File: config.mk
export PLATFORM = sky130hd
export DESIGN_NAME = gom_cell_div
export DESIGN_NICKNAME = d
export VERILOG_FILES = /design/src/design/assert_macros.svh /design/src/design/gom_pkg.sv /design/src/design/gom_cell_div.sv
export SDC_FILE = /design/constraint.sdc
export NUM_CORES = 1
export LEC_CHECK = 0
export BUFFER_PORTS_ARGS = -buffer_cell sky130_fd_sc_hd__buf_2
export CORE_MARGIN = 4
export CORE_UTILIZATION = 46
export DETAILED_ROUTE_END_ITERATION = 8
export PLACE_DENSITY = 0.85
export SETUP_SLACK_MARGIN = 0.1
export SYNTH_ARGS = -nofsm -noshare
export SYNTH_HDL_FRONTEND = slang
export SYNTH_SLANG_ARGS = --single-unit
File: constraint.sdc
create_clock -name i_clk -period 1.8 [get_ports i_clk]
set_input_delay 0 -clock i_clk [delete_from_list [all_inputs] [get_ports i_clk]]
set_output_delay 0 -clock i_clk [all_outputs]
set_load 0.1 [all_outputs]
File: src/design/assert_macros.svh
// Assertion macros shared by the grid occupancy map RTL.
`ifndef ASSERT_MACROS_SVH
`define ASSERT_MACROS_SVH

// Same-cycle implication, disabled while reset is asserted.
`define CHK_IMPLY(label, clk, rst_n, ante, cons, msg) \
    label: assert property (@(posedge clk) disable iff (!rst_n) (ante) |-> (cons)) \
        else $error(msg);

// Next-cycle implication, disabled while reset is asserted.
`define CHK_NEXT(label, clk, rst_n, ante, cons, msg) \
    label: assert property (@(posedge clk) disable iff (!rst_n) (ante) |=> (cons)) \
        else $error(msg);

`endif

File: src/design/gom_pkg.sv
// Shared types and constants of the grid occupancy map.
`timescale 1ns / 1ps

package gom_pkg;

    // Port field widths
    localparam int CMD_W   = 2;
    localparam int EID_W   = 10;
    localparam int POS_W   = 10;
    localparam int OFF_W   = 8;
    localparam int SIZE_W  = 9;
    localparam int DIR_W   = 2;
    localparam int RANGE_W = 6;

    // Pixel arithmetic: position + offset + size, plus sign
    localparam int PIX_W    = 13;
    // Biased, non-negative dividend fed to the cell divider
    localparam int DIV_IN_W = 12;
    // Signed cell coordinate, covers the grid plus probe overshoot
    localparam int COORD_W  = 12;

    typedef logic signed [PIX_W-1:0]   t_pix;
    typedef logic signed [COORD_W-1:0] t_coord;

    typedef enum logic [CMD_W-1:0] {
        CMD_INSERT = 2'd0,
        CMD_REMOVE = 2'd1,
        CMD_QUERY  = 2'd2,
        CMD_PROBE  = 2'd3
    } t_cmd;

    typedef enum logic [DIR_W-1:0] {
        DIR_RIGHT = 2'd0,
        DIR_LEFT  = 2'd1,
        DIR_DOWN  = 2'd2,
        DIR_UP    = 2'd3
    } t_dir;

endpackage

File: src/design/gom_cell_div.sv
// Pipelined floor division of a pixel coordinate by the cell size.
`timescale 1ns / 1ps

module gom_cell_div #(
    parameter int CELL_SIZE = 16
) (
    input  logic            i_clk,
    input  logic            i_rst_n,
    input  logic            i_valid,
    input  gom_pkg::t_pix   i_pix,
    output logic            o_valid,
    output gom_pkg::t_coord o_cell
);

    localparam int IN_W       = gom_pkg::DIV_IN_W;
    // bias keeps negative pixels down to -BIAS_PIX (at least 256 below zero) non-negative
    localparam int BIAS_CELLS = (256 + CELL_SIZE - 1) / CELL_SIZE;
    localparam int BIAS_PIX   = BIAS_CELLS * CELL_SIZE;
    // ceil reciprocal with this shift is exact for every IN_W-bit dividend
    localparam int SHIFT      = IN_W + $clog2(CELL_SIZE);
    localparam int PROD_W     = SHIFT + IN_W;
    localparam logic [PROD_W-1:0] RECIP =
        PROD_W'(((1 << SHIFT) + CELL_SIZE - 1) / CELL_SIZE);

    logic [2:0]        r_vld;
    logic [IN_W-1:0]   r_u;
    logic [PROD_W-1:0] r_prod;
    gom_pkg::t_coord   r_cell;

    // valid shift line
    always_ff @(posedge i_clk) begin
        if (!i_rst_n) begin
            r_vld <= '0;
        end else begin
            r_vld <= {r_vld[1:0], i_valid};
        end
    end

    // bias, multiply by reciprocal, take quotient and remove bias
    always_ff @(posedge i_clk) begin
        r_u    <= IN_W'(i_pix + gom_pkg::t_pix'(BIAS_PIX));
        r_prod <= PROD_W'(PROD_W'(r_u) * RECIP);
        r_cell <= gom_pkg::t_coord'(r_prod[SHIFT +: IN_W])
                  - gom_pkg::t_coord'(BIAS_CELLS);
    end

    assign o_valid = r_vld[2];
    assign o_cell  = r_cell;

endmodule

======== Word-level counts from Yosys, hierarchy flattened ========
Index checks and enable logic that the tools add are counted.
storage, ports and cells
  input bits .............................. 16
  logic and storage cells ................. 6
  flip-flop bits (word level) ............. 36
  output and inout port bits .............. 13
operators by class
  add/subtract/negate cells ............... 2
operators with widths
  kind                                                                number
  12-bit by 10-bit adder with 12-bit output, second input constant    1
  8-bit by 5-bit subtractor with 9-bit output, second input constant  1

======== Logic depth before layout (Yosys ltp) ========
  word-level depth ........................ 1
  depth in mapped cells ................... 3
  gate-level depth less buffers ........... 3

======== Worst setup path after synthesis ========
No wires, ideal clock.
  kind .................................... reg2out
  from .................................... register o_cell[8] (netlist name)
  to ...................................... output o_cell[10]
  required time ........................... 1.800 ns
  buffers on the path ..................... 1
  data arrival time ....................... 1.392 ns
  cell stages (with the launch flop) ...... 2
  setup slack ............................. 0.408 ns
  cells stage by stage .................... dfxtp_1 buf_4
RTL lines
  what       RTL line            source
  to (decl)  gom_cell_div.sv:12  output gom_pkg::t_coord o_cell
No word-level cell between the ends.

======== Final worst setup path ========
  from .................................... input i_pix[8]
  to ...................................... register r_u[11]
between the ends
  cells in the longest elaborated chain, start to end .. 1
ends and longest elaborated chain
  what                                       RTL line            source
  from (decl)                                gom_cell_div.sv:10  input gom_pkg::t_pix i_pix,
  12-bit by 10-bit adder with 12-bit output  gom_cell_div.sv:41  r_u <= IN_W'(i_pix + gom_pkg::t_pix'(BIAS_PIX));
  to (signal assigned)                       gom_cell_div.sv:41
  to (decl)                                  gom_cell_div.sv:26  logic [IN_W-1:0] r_u;
Every way passes these cells.
A chain may end at the register's enable or synchronous reset.

==> out/qor.csv <==
stage,metric,value,unit
synthesis,"Distinct cells, synth",10,
min_path,worst hold path cell count,2,
power,Max VDD drop,922,µV
cts,# resized after CTS,0,
synthesis,Syn Inst Count,47,
floorplan,initial core utilization,0.512,
power,Clk pwr share,0.200,
route,1st-iter DRT viols,0,
cts,"Clk Latency, worst-skew pair",300,ps
sta,Max-slew headroom,0.678,
sta,fin crit period,1200,ps
synthesis,"FFs w/ async S/R, synth",0,
synthesis,Post-synth EDFFs,0,
sta,Worst-Margin Slew,487,ps
final_layout,antenna diode count,0,
route,post-route ant nets,0,
global_route,global route overflow,0,
final_layout,share of cells above drive strength 1,0.329,
critical_path,critical path class,in2reg,
global_route,GRT Util Overall,0.0994,
cts,H-tree Lvls,1,
cts,clock transition at the registers of the reported paths,130,ps
synthesis,"Warnings, synthesis",0,
synthesis,number of synthesized register bits,28,
route,DR vias/cell,4.10,
floorplan,DIE WIDTH,47.0,µm
floorplan,Core ar.,1370,µm²
critical_path,CP max FO,3,
critical_path,Critical Path End Type,flip-flop,
place,Cells after DPL,82,
run_status,status,"complete, no violations",
power,P per Cell Area,1200,nW/µm²
synthesis,Main synth FF type,dfxtp_1,
critical_path,Crit path arrival time,1400,ps
critical_path,Worst Reg2Reg Path Length in Cells,3,
route,final WL,919,µm
place,hpwl dp,614,µm
floorplan,Top-Level Pins,29,
synthesis,syn_nets,65,
global_route,number of global-route vias before repair,389,
critical_path,critical path required time,2000,ps
cts,CTS Buffer Depth,2,
power,Seq pwr share,0.594,
cts,Root Buffer,clkbuf_4,
final_layout,synth-to-layout area growth,36.3,%
sta,Max Clk Rate,0.836,GHz
power,sw frac,0.305,
synthesis,"Seq/Total Area, Yosys",0.801,
place,gpl congestion,0.590,
synthesis,Avg Synthesized Cell Area,14.9,µm²
route,DR WL/cell,9.47,µm
route,total number of vias,398,
place,Buffers on Ports,23,
power,Pint,0.000795,W
sta,final setup vio count,0,
floorplan,Die Y,47.0,µm
route,1st-pass router iterations,1,
final_layout,Final Net Count,102,
synthesis,largest cells by area after synthesis,"dfxtp_1 80%, xor2_1 3.8%, ha_1 3.6%",
sta,Fin. Hold Viols,0,
min_path,type of the most critical hold path,in2reg,
synthesis,Synth top cells by count,"28 x dfxtp_1, 4 x inv_1, 3 x and2_1, 3 x buf_4, 3 x xor2_1",
final_layout,Post-Layout Cell Count,97,
sta,Max Slew Vio Count,0,
sta,clock skew,3.16,ps
global_route,largest net degree at the start of global routing,15,
synthesis,top-area cell type share of the netlist area,0.801,
floorplan,row count,13,
sta,WHS,318,ps
synthesis,cell area after synthesis,699,µm²
sta,Tcrit/Tclk final,0.664,
power,combinational share of power,0.206,
global_route,initial antenna violation count,0,
flow_run,MaxCap Viol Count,0,
route,drt drc,0,
cts,total CTS buffers,3,
cts,CTS Sinks,28,
cts,TritonCTS clock tree,yes,
power,leakage power total,0.466,nW
power,Psw,0.000349,W
floorplan,die area,2210,µm²
sta,setup TNS,0,ps
synthesis,cell accounting for the most synthesized area,dfxtp_1,
global_route,first-pass GRT wire length,1520,µm
critical_path,startpoint types,primary input,
synthesis,most frequent cell after synthesis,dfxtp_1,
sta,RSZ-0062 raised after global routing,false,
worst paths after layout:
check | start | to | slack [ps]
max reg2reg | r_prod[20]$_DFF_P_ | o_cell[6]$_DFF_P_ | 910
min | i_pix[7] | r_u[7]$_DFF_P_ | 320
min reg2reg | r_prod[16]$_DFF_P_ | o_cell[0]$_DFF_P_ | 340
max | i_pix[8] | r_u[11]$_DFF_P_ | 600
placed cells by master, fill, tap and decap left out, drive strengths merged:
cell type	n
nor3b	1
and2	3
buf	23
clkbuf	3
xnor2	1
dlygate4sd3	12
inv	4
nor3	1
nand3	1
dfxtp	28
xor2	3
ha	2
stage by stage:
| step | util | total power (W) | worst slack, ps | cell area, µm² |
|---|---|---|---|---|
| after detailed placement | 0.593 | 0.000911 | 919 | 811 |
| final | 0.698 | 0.00114 | 604 | 953 |
| after global placement | 0.593 | 0.000905 | 959 | 811 |
| after floorplan | - | 0.000875 | 408 | 699 |
| after global routing | 0.698 | 0.00119 | 553 | 953 |
| after CTS | 0.698 | 0.00115 | 623 | 953 |
kinds of logic (layout without fill, tap and decap cells):
group	after synthesis	after routing	share of synthesized area
XOR/XNOR	4	4	0.0501
buffers and inverters	7	42	0.0537
AND/OR/NAND/NOR	6	6	0.0590
flip-flops	28	28	0.801
adder cells (fa/ha/maj)	2	2	0.0358
power groups by stage:
stage                     registers [W]  clock network, W   logic, W
after floorplan                0.000831                 0  0.0000444
after global placement         0.000692                 0   0.000213
after detailed placement       0.000694                 0   0.000216
after CTS                      0.000680          0.000236   0.000237
after global routing           0.000685          0.000255   0.000246
final                          0.000680          0.000229   0.000236
flip-flops by register name, indices dropped and copies added, names as in the netlist:
name	count
r_vld	3
r_u	8
o_cell	9
r_prod	8
routing by layer:
layer  global-route usage  routed length, µm  part of all wire  vias to the layer above
li1                     -                  -                 -                      211
met1                0.103                336              0.37                      171
met2                0.190                507              0.55                       16
met3               0.0383                 75             0.082                        0
met4               0.0166                  0                 0                        0
met5                    0                  0                 0                        -
critical path, stage by stage:
cell and delay, ps:
dlygate4sd3_1 520, buf_2 120, nand3_1 90, xnor2_1 120, dlygate4sd3_1 540
final cells by class:
type                       instances  area, µm²
timing repair buffer              35        235
multi-input combinational         12        101
sequential                        28        561
fill                             108        413
tap                               15       18.8
inverter                           4       15.0
clock buffer                       3       22.5
timing repair:
action	in CTS	in global routing
hold endpoints to repair	11	0
endpoints found under the setup margin	0	0
buffers inserted	0	0
hold buffers	12	0
Power figures use the tool's default switching activity.
